[src/design/lfe_pkg.sv]
// Package: shared constants, command codes and sequencer types of the LED fade engine.
`default_nettype none

package lfe_pkg;

  localparam int MODE_W      = 3;
  localparam int TIME_W      = 32;
  localparam int FIELD_W     = 16;
  localparam int IO_CHANNELS = 4;

  // Command codes carried in the mode field
  localparam logic [MODE_W-1:0] MODE_TICK   = 3'd0;
  localparam logic [MODE_W-1:0] MODE_SET    = 3'd1;
  localparam logic [MODE_W-1:0] MODE_SCHED  = 3'd2;
  localparam logic [MODE_W-1:0] MODE_CANCEL = 3'd3;
  localparam logic [MODE_W-1:0] MODE_RELAY  = 3'd4;

  typedef enum logic [2:0] {
    S_IDLE,
    S_CHECK,
    S_MUL,
    S_WAIT,
    S_DONE
  } lfe_state_t;

  typedef enum logic [1:0] {
    U_IDLE,
    U_MUL,
    U_DIV,
    U_FIX
  } lfe_unit_state_t;

  typedef struct packed {
    logic busy;
    logic done;
  } lfe_unit_sts_t;

endpackage

`default_nettype wire

[src/design/lfe_if.sv]
// Interfaces: command channel and result channel of the LED fade engine.
`default_nettype none

interface lfe_cmd_if import lfe_pkg::*; ();
  logic               valid;
  logic               ready;
  logic [MODE_W-1:0]  mode;
  logic [TIME_W-1:0]  delay_ms;
  logic [TIME_W-1:0]  length_ms;
  logic [FIELD_W-1:0] level_desk_warm;
  logic [FIELD_W-1:0] level_desk_cold;
  logic [FIELD_W-1:0] level_ceil_warm;
  logic [FIELD_W-1:0] level_ceil_cold;
  logic               relay_on;

  modport source (
    output valid, mode, delay_ms, length_ms, level_desk_warm, level_desk_cold,
           level_ceil_warm, level_ceil_cold, relay_on,
    input  ready
  );
  modport sink (
    input  valid, mode, delay_ms, length_ms, level_desk_warm, level_desk_cold,
           level_ceil_warm, level_ceil_cold, relay_on,
    output ready
  );
endinterface

interface lfe_res_if import lfe_pkg::*; ();
  logic               valid;
  logic               ready;
  logic [FIELD_W-1:0] duty_desk_warm;
  logic [FIELD_W-1:0] duty_desk_cold;
  logic [FIELD_W-1:0] duty_ceil_warm;
  logic [FIELD_W-1:0] duty_ceil_cold;
  logic               relay_state;
  logic               fade_armed;

  modport source (
    output valid, duty_desk_warm, duty_desk_cold, duty_ceil_warm, duty_ceil_cold,
           relay_state, fade_armed,
    input  ready
  );
  modport sink (
    input  valid, duty_desk_warm, duty_desk_cold, duty_ceil_warm, duty_ceil_cold,
           relay_state, fade_armed,
    output ready
  );
endinterface

`default_nettype wire

[src/design/lfe_lerp_unit.sv]
// Shared interpolation unit: one multiply, then a bit-serial restoring divide.
`default_nettype none

module lfe_lerp_unit import lfe_pkg::*; #(
  parameter int LEVEL_BITS = 16
) (
  input  logic                  clk,
  input  logic                  rst,
  input  logic                  start,
  input  logic [TIME_W-1:0]     t_val,
  input  logic [TIME_W:0]       den,
  input  logic [LEVEL_BITS-1:0] s_lvl,
  input  logic [LEVEL_BITS-1:0] e_lvl,
  output lfe_unit_sts_t         sts,
  output logic [LEVEL_BITS-1:0] result
);

  localparam int CNT_W  = $clog2(LEVEL_BITS);
  localparam int PROD_W = TIME_W + LEVEL_BITS;

  lfe_unit_state_t state, state_next;

  logic                  up;
  logic [LEVEL_BITS-1:0] diff;
  logic [TIME_W:0]       rem;
  logic [LEVEL_BITS-1:0] quo;
  logic [CNT_W-1:0]      cnt;

  logic [PROD_W-1:0]     prod;
  logic [TIME_W+1:0]     shifted;
  logic [TIME_W+1:0]     trial;

  assign prod    = t_val * diff;
  assign shifted = {rem, quo[LEVEL_BITS-1]};
  assign trial   = shifted - {1'b0, den};

  always_comb begin
    state_next = state;
    case (state)
      U_IDLE:  if (start) state_next = U_MUL;
      U_MUL:   state_next = U_DIV;
      U_DIV:   if (cnt == '0) state_next = U_FIX;
      U_FIX:   state_next = U_IDLE;
      default: state_next = U_IDLE;
    endcase
  end

  // Rising fade adds the floored quotient; falling fade subtracts its ceiling
  always_comb begin
    sts.busy = (state != U_IDLE);
    sts.done = (state == U_FIX);
    if (up) begin
      result = s_lvl + quo;
    end else begin
      result = s_lvl - quo - LEVEL_BITS'(rem != '0);
    end
  end

  always_ff @(posedge clk) begin
    if (rst) begin
      state <= U_IDLE;
    end else begin
      state <= state_next;
    end
  end

  always_ff @(posedge clk) begin
    case (state)
      U_IDLE: begin
        if (start) begin
          up   <= (e_lvl >= s_lvl);
          diff <= (e_lvl >= s_lvl) ? (e_lvl - s_lvl) : (s_lvl - e_lvl);
        end
      end
      U_MUL: begin
        // high part stays below den because t < den and diff < 2**LEVEL_BITS
        rem <= {1'b0, prod[PROD_W-1:LEVEL_BITS]};
        quo <= prod[LEVEL_BITS-1:0];
        cnt <= CNT_W'(LEVEL_BITS - 1);
      end
      U_DIV: begin
        if (!trial[TIME_W+1]) begin
          rem <= trial[TIME_W:0];
          quo <= {quo[LEVEL_BITS-2:0], 1'b1};
        end else begin
          rem <= shifted[TIME_W:0];
          quo <= {quo[LEVEL_BITS-2:0], 1'b0};
        end
        cnt <= cnt - 1'b1;
      end
      default: begin
      end
    endcase
  end

endmodule

`default_nettype wire

[src/design/four_channel_led_fade_engine_top.sv]
// Top level: command decode, fade sequencer, state registers and result register.
`default_nettype none

// Four-channel LED fade engine. Each beat on cmd is a millisecond tick or a
// command (immediate set, schedule fade, cancel fade, relay); each produces one
// beat on res with the duties, relay drive and fade-armed flag after the item.
// An accepted command is applied in its accept cycle, then the fade is checked
// once. When no fade is running, or it is due to finish, the item passes from
// the check state straight to the done state, which loads the result. While a
// fade is in progress every channel goes through the one shared interpolation
// unit in turn: a multiply step, one bit-serial restoring-divide step per
// quotient bit and a fix-up step. cmd.ready is high only while the sequencer is
// idle. The result sits in its own register, so a new item is taken while an
// earlier result still waits; a second result waits in the sequencer until the
// register frees up. Levels are kept to LEVEL_BITS bits, channels beyond the
// four level fields load zero, and duty fields with no channel behind them
// read zero.

module four_channel_led_fade_engine_top import lfe_pkg::*; #(
  parameter int NUM_CHANNELS = 4,
  parameter int LEVEL_BITS   = 16
) (
  input  logic      clk,
  input  logic      rst,
  lfe_cmd_if.sink   cmd,
  lfe_res_if.source res
);

  localparam int CH_W = (NUM_CHANNELS > 1) ? $clog2(NUM_CHANNELS) : 1;
  localparam logic [CH_W-1:0] CH_LAST = CH_W'(NUM_CHANNELS - 1);

  lfe_state_t state, state_next;

  // Architectural state
  logic [TIME_W-1:0]     time_now;
  logic                  fade_valid;
  logic [TIME_W-1:0]     fade_begin;
  logic [TIME_W-1:0]     fade_span;
  logic [LEVEL_BITS-1:0] start_lvl [NUM_CHANNELS];
  logic [LEVEL_BITS-1:0] end_lvl   [NUM_CHANNELS];
  logic [LEVEL_BITS-1:0] duty      [NUM_CHANNELS];
  logic                  relay_reg;

  // Sequencer working registers
  logic [CH_W-1:0]       ch;
  logic [TIME_W-1:0]     t_reg;
  logic                  res_valid;

  logic                  unit_start;
  logic                  out_load;
  lfe_unit_sts_t         unit_sts;
  logic [LEVEL_BITS-1:0] unit_result;

  logic [FIELD_W-1:0]    io_lvl  [IO_CHANNELS];
  logic [LEVEL_BITS-1:0] in_lvl  [NUM_CHANNELS];
  logic [FIELD_W-1:0]    out_dty [IO_CHANNELS];

  logic                  accept;
  logic                  reached;
  logic                  finish;
  logic [TIME_W-1:0]     t_now;
  logic [TIME_W:0]       den;

  assign accept = cmd.valid && cmd.ready;

  assign io_lvl[0] = cmd.level_desk_warm;
  assign io_lvl[1] = cmd.level_desk_cold;
  assign io_lvl[2] = cmd.level_ceil_warm;
  assign io_lvl[3] = cmd.level_ceil_cold;

  // Map level fields onto channels; drop the bits above LEVEL_BITS
  for (genvar g = 0; g < NUM_CHANNELS; g++) begin : g_in
    if (g < IO_CHANNELS) begin : g_field
      assign in_lvl[g] = io_lvl[g][LEVEL_BITS-1:0];
    end else begin : g_zero
      assign in_lvl[g] = '0;
    end
  end

  // Duty fields with no channel behind them read zero
  for (genvar g = 0; g < IO_CHANNELS; g++) begin : g_out
    if (g < NUM_CHANNELS) begin : g_duty
      assign out_dty[g] = FIELD_W'(duty[g]);
    end else begin : g_zero
      assign out_dty[g] = '0;
    end
  end

  // Fade check: plain unsigned compare of now against the start, span doubled
  assign reached = (time_now >= fade_begin);
  assign t_now   = time_now - fade_begin;
  assign den     = {fade_span, 1'b0};
  assign finish  = (den == '0) || ({1'b0, t_now} >= den);

  lfe_lerp_unit #(
    .LEVEL_BITS (LEVEL_BITS)
  ) u_lerp (
    .clk    (clk),
    .rst    (rst),
    .start  (unit_start),
    .t_val  (t_reg),
    .den    (den),
    .s_lvl  (start_lvl[ch]),
    .e_lvl  (end_lvl[ch]),
    .sts    (unit_sts),
    .result (unit_result)
  );

  // Next state
  always_comb begin
    state_next = state;
    case (state)
      S_IDLE: begin
        if (cmd.valid) state_next = S_CHECK;
      end
      S_CHECK: begin
        if (fade_valid && reached && !finish) begin
          state_next = S_MUL;
        end else begin
          state_next = S_DONE;
        end
      end
      S_MUL: state_next = S_WAIT;
      S_WAIT: begin
        if (unit_sts.done) begin
          state_next = (ch == CH_LAST) ? S_DONE : S_MUL;
        end
      end
      S_DONE: begin
        if (out_load) state_next = S_IDLE;
      end
      default: state_next = S_IDLE;
    endcase
  end

  // Sequencer outputs
  always_comb begin
    cmd.ready  = (state == S_IDLE);
    unit_start = (state == S_MUL);
    out_load   = (state == S_DONE) && (!res_valid || res.ready);
  end

  always_ff @(posedge clk) begin
    if (rst) begin
      state <= S_IDLE;
    end else begin
      state <= state_next;
    end
  end

  // Architectural state: apply the command on accept, then the fade
  always_ff @(posedge clk) begin
    if (rst) begin
      time_now   <= '0;
      fade_valid <= 1'b0;
      fade_begin <= '0;
      fade_span  <= '0;
      relay_reg  <= 1'b0;
      ch         <= '0;
      for (int i = 0; i < NUM_CHANNELS; i++) begin
        start_lvl[i] <= '0;
        end_lvl[i]   <= '0;
        duty[i]      <= '0;
      end
    end else begin
      case (state)
        S_IDLE: begin
          if (accept) begin
            case (cmd.mode)
              MODE_TICK: time_now <= time_now + 1'b1;
              MODE_SET: begin
                for (int i = 0; i < NUM_CHANNELS; i++) begin
                  duty[i]      <= in_lvl[i];
                  start_lvl[i] <= in_lvl[i];
                end
              end
              MODE_SCHED: begin
                fade_valid <= 1'b1;
                fade_begin <= time_now + cmd.delay_ms;
                fade_span  <= cmd.length_ms;
                for (int i = 0; i < NUM_CHANNELS; i++) begin
                  end_lvl[i] <= in_lvl[i];
                end
              end
              MODE_CANCEL: fade_valid <= 1'b0;
              MODE_RELAY:  relay_reg  <= cmd.relay_on;
              default: begin
              end
            endcase
          end
        end
        S_CHECK: begin
          ch <= '0;
          if (fade_valid && reached) begin
            if (finish) begin
              // Zero length or elapsed: jump to the end levels and disarm
              for (int i = 0; i < NUM_CHANNELS; i++) begin
                duty[i] <= end_lvl[i];
              end
              fade_valid <= 1'b0;
            end
          end
        end
        S_WAIT: begin
          if (unit_sts.done) begin
            duty[ch] <= unit_result;
            if (ch != CH_LAST) ch <= ch + 1'b1;
          end
        end
        default: begin
        end
      endcase
    end
  end

  // Hold elapsed time steady for the whole interpolation pass
  always_ff @(posedge clk) begin
    if (state == S_CHECK) begin
      t_reg <= t_now;
    end
  end

  // Result register: parts the sequencer from the consumer
  always_ff @(posedge clk) begin
    if (rst) begin
      res_valid <= 1'b0;
    end else if (out_load) begin
      res_valid <= 1'b1;
    end else if (res.ready) begin
      res_valid <= 1'b0;
    end
  end

  always_ff @(posedge clk) begin
    if (out_load) begin
      res.duty_desk_warm <= out_dty[0];
      res.duty_desk_cold <= out_dty[1];
      res.duty_ceil_warm <= out_dty[2];
      res.duty_ceil_cold <= out_dty[3];
      res.relay_state    <= relay_reg;
      res.fade_armed     <= fade_valid;
    end
  end

  assign res.valid = res_valid;

  // A cancel disarms the fade straight away
  a_cancel_disarms: assert property (@(posedge clk) disable iff (rst)
    (accept && cmd.mode == MODE_CANCEL) |=> !fade_valid)
    else $error("fade still armed after cancel");

  // A tick advances time by exactly one
  a_tick_advances: assert property (@(posedge clk) disable iff (rst)
    (accept && cmd.mode == MODE_TICK) |=> (time_now == $past(time_now) + 32'd1))
    else $error("time did not advance on tick");

  // Only a schedule arms the fade
  a_arm_by_sched: assert property (@(posedge clk) disable iff (rst)
    $rose(fade_valid) |-> $past(accept && cmd.mode == MODE_SCHED))
    else $error("fade armed without a schedule");

  // The shared unit stays busy for as long as the sequencer waits on it
  a_unit_busy_in_wait: assert property (@(posedge clk) disable iff (rst)
    (state == S_WAIT) |-> unit_sts.busy)
    else $error("sequencer waiting on an idle interpolation unit");

  // An interpolated duty lies between its start and end levels
  a_lerp_bounded: assert property (@(posedge clk) disable iff (rst)
    (state == S_WAIT && unit_sts.done) |->
      ((unit_result >= start_lvl[ch] && unit_result <= end_lvl[ch]) ||
       (unit_result <= start_lvl[ch] && unit_result >= end_lvl[ch])))
    else $error("interpolated duty outside its fade range");

endmodule

`default_nettype wire
[src/flat_wrapper.sv]
// flat-port wrapper written by rule: the top's interface ports become plain ports
module four_channel_led_fade_engine_top_flat import lfe_pkg::*;
#(
  parameter int NUM_CHANNELS = 4,
  parameter int LEVEL_BITS   = 16
)
  (clk, rst, cmd_valid, cmd_mode, cmd_delay_ms, cmd_length_ms, cmd_level_desk_warm, cmd_level_desk_cold, cmd_level_ceil_warm, cmd_level_ceil_cold, cmd_relay_on, cmd_ready, res_valid, res_duty_desk_warm, res_duty_desk_cold, res_duty_ceil_warm, res_duty_ceil_cold, res_relay_state, res_fade_armed, res_ready);
  lfe_cmd_if cmd_i ();
  lfe_res_if res_i ();
  input  logic clk;
  input  logic rst;
  input wire logic [$bits(cmd_i.valid)-1:0] cmd_valid;
  input wire logic [$bits(cmd_i.mode)-1:0] cmd_mode;
  input wire logic [$bits(cmd_i.delay_ms)-1:0] cmd_delay_ms;
  input wire logic [$bits(cmd_i.length_ms)-1:0] cmd_length_ms;
  input wire logic [$bits(cmd_i.level_desk_warm)-1:0] cmd_level_desk_warm;
  input wire logic [$bits(cmd_i.level_desk_cold)-1:0] cmd_level_desk_cold;
  input wire logic [$bits(cmd_i.level_ceil_warm)-1:0] cmd_level_ceil_warm;
  input wire logic [$bits(cmd_i.level_ceil_cold)-1:0] cmd_level_ceil_cold;
  input wire logic [$bits(cmd_i.relay_on)-1:0] cmd_relay_on;
  output wire logic [$bits(cmd_i.ready)-1:0] cmd_ready;
  output wire logic [$bits(res_i.valid)-1:0] res_valid;
  output wire logic [$bits(res_i.duty_desk_warm)-1:0] res_duty_desk_warm;
  output wire logic [$bits(res_i.duty_desk_cold)-1:0] res_duty_desk_cold;
  output wire logic [$bits(res_i.duty_ceil_warm)-1:0] res_duty_ceil_warm;
  output wire logic [$bits(res_i.duty_ceil_cold)-1:0] res_duty_ceil_cold;
  output wire logic [$bits(res_i.relay_state)-1:0] res_relay_state;
  output wire logic [$bits(res_i.fade_armed)-1:0] res_fade_armed;
  input wire logic [$bits(res_i.ready)-1:0] res_ready;
  assign cmd_i.valid = cmd_valid;
  assign cmd_i.mode = cmd_mode;
  assign cmd_i.delay_ms = cmd_delay_ms;
  assign cmd_i.length_ms = cmd_length_ms;
  assign cmd_i.level_desk_warm = cmd_level_desk_warm;
  assign cmd_i.level_desk_cold = cmd_level_desk_cold;
  assign cmd_i.level_ceil_warm = cmd_level_ceil_warm;
  assign cmd_i.level_ceil_cold = cmd_level_ceil_cold;
  assign cmd_i.relay_on = cmd_relay_on;
  assign cmd_ready = cmd_i.ready;
  assign res_valid = res_i.valid;
  assign res_duty_desk_warm = res_i.duty_desk_warm;
  assign res_duty_desk_cold = res_i.duty_desk_cold;
  assign res_duty_ceil_warm = res_i.duty_ceil_warm;
  assign res_duty_ceil_cold = res_i.duty_ceil_cold;
  assign res_relay_state = res_i.relay_state;
  assign res_fade_armed = res_i.fade_armed;
  assign res_i.ready = res_ready;
  four_channel_led_fade_engine_top #(.NUM_CHANNELS(NUM_CHANNELS), .LEVEL_BITS(LEVEL_BITS)) u_core (.clk(clk), .rst(rst), .cmd(cmd_i), .res(res_i));
endmodule
[config.mk]
export PLATFORM = sky130hd
export DESIGN_NAME = four_channel_led_fade_engine_top_flat
export DESIGN_NICKNAME = d
export VERILOG_FILES = /design/src/design/lfe_pkg.sv /design/src/design/lfe_if.sv /design/src/design/lfe_lerp_unit.sv /design/src/design/four_channel_led_fade_engine_top.sv /design/src/flat_wrapper.sv
export SDC_FILE = /design/constraint.sdc
export NUM_CORES = 2
export LEC_CHECK = 0
export ABC_AREA = 1
export BUFFER_PORTS_ARGS = -buffer_cell sky130_fd_sc_hd__buf_2
export CELL_PAD_IN_SITES_DETAIL_PLACEMENT = 0
export CELL_PAD_IN_SITES_GLOBAL_PLACEMENT = 1
export CORE_MARGIN = 1
export CORE_UTILIZATION = 25
export DETAILED_ROUTE_END_ITERATION = 6
export PLACE_DENSITY_LB_ADDON = 0.1
export SLEW_MARGIN = 10
export SYNTH_ARGS = -nofsm -noshare
export SYNTH_HDL_FRONTEND = slang
export SYNTH_HIERARCHICAL = 1
export SYNTH_SLANG_ARGS = --single-unit
[constraint.sdc]
create_clock -name clk -period 10.7 [get_ports clk]
set_clock_uncertainty 0.2 [all_clocks]
set_input_delay 2.14 -clock clk [delete_from_list [all_inputs] [get_ports clk]]
set_output_delay 2.14 -clock clk [all_outputs]
set_load 0.05 [all_outputs]
Word-level counts from Yosys, hierarchy flattened
Memories as Yosys holds them, arrays and structs flattened. A register that Yosys moved wholly into a read port is not among the register bits.
Index checks and enable logic that the tools add are counted.
Storage, ports and cells
  bits in registers: 210
  bits in latches: 0
  bits in writable memories: 192
  memory bits (read-only): 0
  bits of input ports: 136
  output and inout bits: 68
  logic and storage cells: 171
  memories kept: 3
Memory list
  u_core.duty: words 4, width 16, rd ports 4, clocked after Yosys merged registers in 4, write ports 4, line four_channel_led_fade_engine_top.sv:41  | logic [LEVEL_BITS-1:0] duty [NUM_CHANNELS];
  u_core.end_lvl: words 4, width 16, rd ports 5, clocked after Yosys merged registers in 1, write ports 4, line four_channel_led_fade_engine_top.sv:40  | logic [LEVEL_BITS-1:0] end_lvl [NUM_CHANNELS];
  u_core.start_lvl: words 4, width 16, rd ports 1, clocked after Yosys merged registers in 1, write ports 4, line four_channel_led_fade_engine_top.sv:39  | logic [LEVEL_BITS-1:0] start_lvl [NUM_CHANNELS];
Cells by class
  $add $sub $neg: 11
  multipliers: 1
  div/mod/pow operators: 0
  magnitude comparators: 3
  equal/unequal tests: 23
  shift-type cells: 0
  multiplexer cells: 70
  bitwise operators: 16
  reductions and logical operators: 27
Operator list (count)
  two-way mux 16 bit: 19
  case mux 33 bit (2 select lines): 1
  multiplier 32 x 16 -> 48 bit: 1
  subtractor 16 bit: 3
  subtractor 34 x 33 -> 34 bit: 1
  greater-or-equal comparator 32 x 33 -> 1 bit: 1
  zero test 33 bit: 1
  two-way mux 33 bit: 1
  nonzero test 33 bit: 1
  adder 32 x 1 -> 32 bit, second input constant: 1
  adder 32 bit: 1
  greater-or-equal comparator 32 bit: 1
  case mux 16 bit (2 select lines): 1
  subtractor 32 bit: 1
  two-way mux 1 bit: 28
  two-way mux 2 bit: 9
  adder 16 bit: 1
  greater-or-equal comparator 16 bit: 1
  bitwise OR 1 bit: 16
  OR reduction 16 bit: 1
  subtractor 16 x 1 -> 16 bit: 1
  two-way mux 3 bit: 5
  case mux 3 bit (5 select lines): 1
  AND reduction 3 bit: 5
  23 further kinds: 49

Depth between registers and ports, before layout
  word-level depth: 10
  gate-level depth with buffers: 32
  mapped depth without buffers: 32

Modules after synthesis
The synthesis kept the hierarchy.
By module, submodules not included
  lfe_lerp_unit: times used 1, cells each 3919, area each 26943.3 µm², sequential area each 2142.1 µm²
  four_channel_led_fade_engine_top: times used 1, cells each 2315, area each 20363.3 µm², sequential area each 10830.4 µm²

Worst setup path after synthesis
Ideal clock, no wire load.
  kind: register to register
  start: register u_core.t_reg[29]
  end: register u_core.u_lerp.rem[28] (data pin)
  library setup time: 254 ps
  arrival time: 5345 ps
  data required time: 10246 ps
  slack: 4901 ps
  stages on the path, launching flop included: 25
  buffers on the path: 2
  clock period less this slack: 5799 ps
  cells stage by stage: edfxtp_1 clkbuf_1 clkbuf_1 nand2_1 fa_1 inv_1 fa_1 inv_1 fa_1 inv_1 fa_1 fa_1 inv_1 fa_1 inv_1 ha_1 nand2_1 nor2_1 nand2_1 nor4_1 nand3_1 nand3_1 nand2_1 nand3_1 nand2_1
Between the ends
  word-level cells in the longest chain between the ends: 2
Ends and longest elaborated chain
  start, declared: line four_channel_led_fade_engine_top.sv:46  | logic [TIME_W-1:0] t_reg;
  start signal, assigned: line four_channel_led_fade_engine_top.sv:219  | t_reg <= t_now;
  multiplier 32 x 16 -> 48 bit: line lfe_lerp_unit.sv:33  | assign prod = t_val * diff;
  case mux 33 bit (2 select lines): line lfe_lerp_unit.sv:68  | case (state)
  end signal, assigned: line lfe_lerp_unit.sv:77  | rem <= {1'b0, prod[PROD_W-1:LEVEL_BITS]};
  end signal, assigned: line lfe_lerp_unit.sv:83  | rem <= trial[TIME_W:0];
  end signal, assigned: line lfe_lerp_unit.sv:86  | rem <= shifted[TIME_W:0];
  end, declared: line lfe_lerp_unit.sv:25  | logic [TIME_W:0] rem;
No other way between the ends.
A chain may end at the register's enable or synchronous reset.

Final worst setup path
  start: register u_core.u_lerp.diff[1]
  end: register u_core.u_lerp.rem[28] (data pin)
Between the ends
  word-level cells in the longest chain between the ends: 2
Ends and longest elaborated chain
  start, declared: line lfe_lerp_unit.sv:24  | logic [LEVEL_BITS-1:0] diff;
  start signal, assigned: line lfe_lerp_unit.sv:72  | diff <= (e_lvl >= s_lvl) ? (e_lvl - s_lvl) : (s_lvl - e_lvl);
  multiplier 32 x 16 -> 48 bit: line lfe_lerp_unit.sv:33
  case mux 33 bit (2 select lines): line lfe_lerp_unit.sv:68
No other way between the ends.

==> impl_metrics.yaml <==
die:
  ios: 204
  die_w_um: 437
  fp-row-count: 159
  die_h_um: 437
  dieArea_mm2: 0.191
  start_util: 0.252
  core_mm2: 0.188
sta:
  fin_crit_sh: 0.666
  rsz0062_at_grt: "false"
  finalSetupTns_ns: 0
  fmax_mhz: 140
  finalCriticalPeriod_ns: 7.13
  maxSlewHeadroom: 0.226
  tightest_slew_ns: 1.15
  slew_violations: 0
  hold_ws_ns: 0.218
  setup_viol: 0
  setup_ws_ns: 3.57
  finalHoldViolations: 0
synthesis:
  synth_area_leaders: "edfxtp_1 23%, fa_1 18%, nand2_1 13%, inv_1 10%, ha_1 8.7%"
  ys_types: 65
  synthesis.nets: 7124
  synthCells: 6234
  synth_edf_count: 360
  async_reset_ff_frac: 0
  ys_seq_area_frac: 0.274
  yosys_warnings: 6
  syn-cell-area_mm2: 0.0473
  avgSynthCellArea_um2: 7.59
  synth_top_cell_by_area: "edfxtp_1"
  synth_top_area_share: 0.229
  yosys_register_bits: 468
  ys.flop_type: "edfxtp_1"
drt:
  wl_per_cell_um: 20.5
  drtIter0Drc: 2422
  via_per_inst: 4.47
  drc_errors: 0
  routed_wirelength_um: 183000
  vias: 39700
  firstDrtPassIters: 6
  antenna_left: 0
worst_setup_path:
  arrival_ns: 7.34
  r2r_start: "u_core/u_lerp/diff[1]"
  critical_path_class: "register to register"
  cp.required_ns: 10.91
  endpoint_kind: "register"
  startpoint_type: "register"
  path_max_fanout: 24
  regToRegEndpoint: "u_core/u_lerp/rem[28]"
  r2r_slack_ns: 3.57
  reg2reg_depth: 21
cells_and_area:
  fill_cells: 20900
  fin_nets: 7238
  largest_registers: "u_core/duty: 64 flops, u_core/end_lvl: 64 flops, u_core/start_lvl: 64 flops"
  register_area_mm2: 0.0130
  layout_commonest_cell: "nand2_1"
  mostFrequentLayoutCells: "1677 x nand2_1, 1303 x inv_1, 474 x nor2_1"
  multiInputGateArea_mm2: 0.0285
  drive_gt1_frac: 0.0719
  areaGrowthSynthToFinish_pct: 12.1
  final_area_mm2: 0.0530
placement:
  placed_area_mm2: 0.0510
  gp_congestion: 0.867
  dp_hpwl_um: 148000
  io_buffers: 203
  post-place-ws_ns: 3.54
cts:
  root_buffer: "clkbuf_16"
  cts_setup_buffers: 0
  cts.clk_slew.worst_paths_ns: 0.06
  cts.hold.buffers_added: 0
  clk-insertion-delay-late_ns: 0.70
  cts.repair.resized: 0
  clock-sinks: 468
  cts_tree: "yes"
  numCtsBuffers: 57
  cts_max_level: 2
  clockBufferDepth: 3
run_status:
  status: "completed"
hold_path:
  whs_path_depth: 0
  hp-class: "register to register"
  min_to: "u_core/res.duty_ceil_cold[12]"
  min-delay-start: "u_core/duty[3][12]"
global_route:
  grt_usage: 0.190
  gr-total-overflow: 0
  grt_pass1_vias: 41300
  grt_max_degree: 81
  antenna_found_initial: 5
  grt_pass1_wl_um: 273000
flow_run:
  cap_viol_max_count: 0
[layer usage]
metal | share of wire | wire length, µm | track usage
met1 | 0.46 | 84000 | 0.253
met2 | 0.50 | 91200 | 0.339
met3 | 0.027 | 4870 | 0.0135
met4 | 0.014 | 2640 | 0.0312
met5 | 0.000093 | 17 | 0
[cells by family after synthesis]
kind of cell             count (synthesis)  synth area share
AO/OA/AOI/OAI                          712            0.0814
XOR/XNOR                                85            0.0157
adder cells (fa/ha/maj)                754             0.267
buffers and inverters                 1531             0.125
flip-flops                             468             0.274
multiplexers                             1          0.000212
other                                    1         0.0000793
AND/OR/NAND/NOR                       2682             0.237
[Yosys cell counts (all sizes together) (2+ instances only)]
cell type  count
o22ai         33
a21oi        312
and2           9
nand3        291
a211oi         4
ha           328
o21bai        24
and3           4
o21ai        285
or2           24
dfxtp        108
xor2          42
nor3          60
buf           38
a31oi         10
clkinv         2
nor4          15
nand3b        42
nand2       1692
inv         1318
a21o          14
nand4         55
fa           426
xnor2         43
o31ai          2
o21a           8
nor2         488
o211ai         5
a21boi         6
edfxtp       360
clkbuf       173
o221ai         2
[per-stage QoR]
step,util,std cells
after floorplan,-,6234
after global placement,0.272,8784
after detailed placement,0.272,8784
after CTS,0.282,8889
after global routing,0.282,8889
final,0.282,8890
[worst max-delay path, stage by stage (launching register included)]
cell      delay [ns]
edfxtp_1        0.57
buf_4           0.41
nand2_1         0.14
fa_1            0.54
inv_1           0.06
fa_1            0.56
fa_1            0.45
fa_1            0.50
fa_1            0.53
inv_1           0.05
fa_1            0.48
inv_1           0.04
ha_1            0.44
nand2_1         0.15
nor2_1          0.20
nand2_1         0.19
nor4_1          0.50
nand3_1         0.31
nand3_1         0.20
nand2_1         0.06
nand3_1         0.15
nand2_1         0.07
[how the worst max path moves through the flow]
stage | slack (ns) | cells past startpoint | endpoint | startpoint
final | 3.57 | 21 | u_core/u_lerp/rem[28] | u_core/u_lerp/diff[1]
after global routing | 3.08 | 23 | u_core/u_lerp/rem[28] | u_core/u_lerp/diff[1]
after detailed placement | 3.54 | 20 | u_core/u_lerp/rem[5] | u_core/u_lerp/diff[1]
after CTS | 3.47 | 20 | u_core/u_lerp/rem[5] | u_core/u_lerp/diff[1]
after global placement | 3.34 | 23 | u_core/u_lerp/rem[28] | u_core/u_lerp/diff[5]
after floorplan | 4.90 | 24 | u_core/u_lerp/rem[28] | u_core/t_reg[29]
[area by class of cell]
| class | count | share of cell area |
|---|---|---|
| Inverter | 1320 | 0.0936 |
| Clock inverter | 32 | 0.00897 |
| Antenna cell | 1 | 0.0000472 |
| Multi-Input combinational cell | 4235 | 0.537 |
| Tap cell | 2495 | 0.0589 |
| Clock buffer | 73 | 0.0292 |
| Timing Repair Buffer | 266 | 0.0281 |
| Sequential cell | 468 | 0.245 |
Power is left out: the tool's default activity adds up to more than one toggle a clock period on the data nets, which glitch-free logic cannot reach.
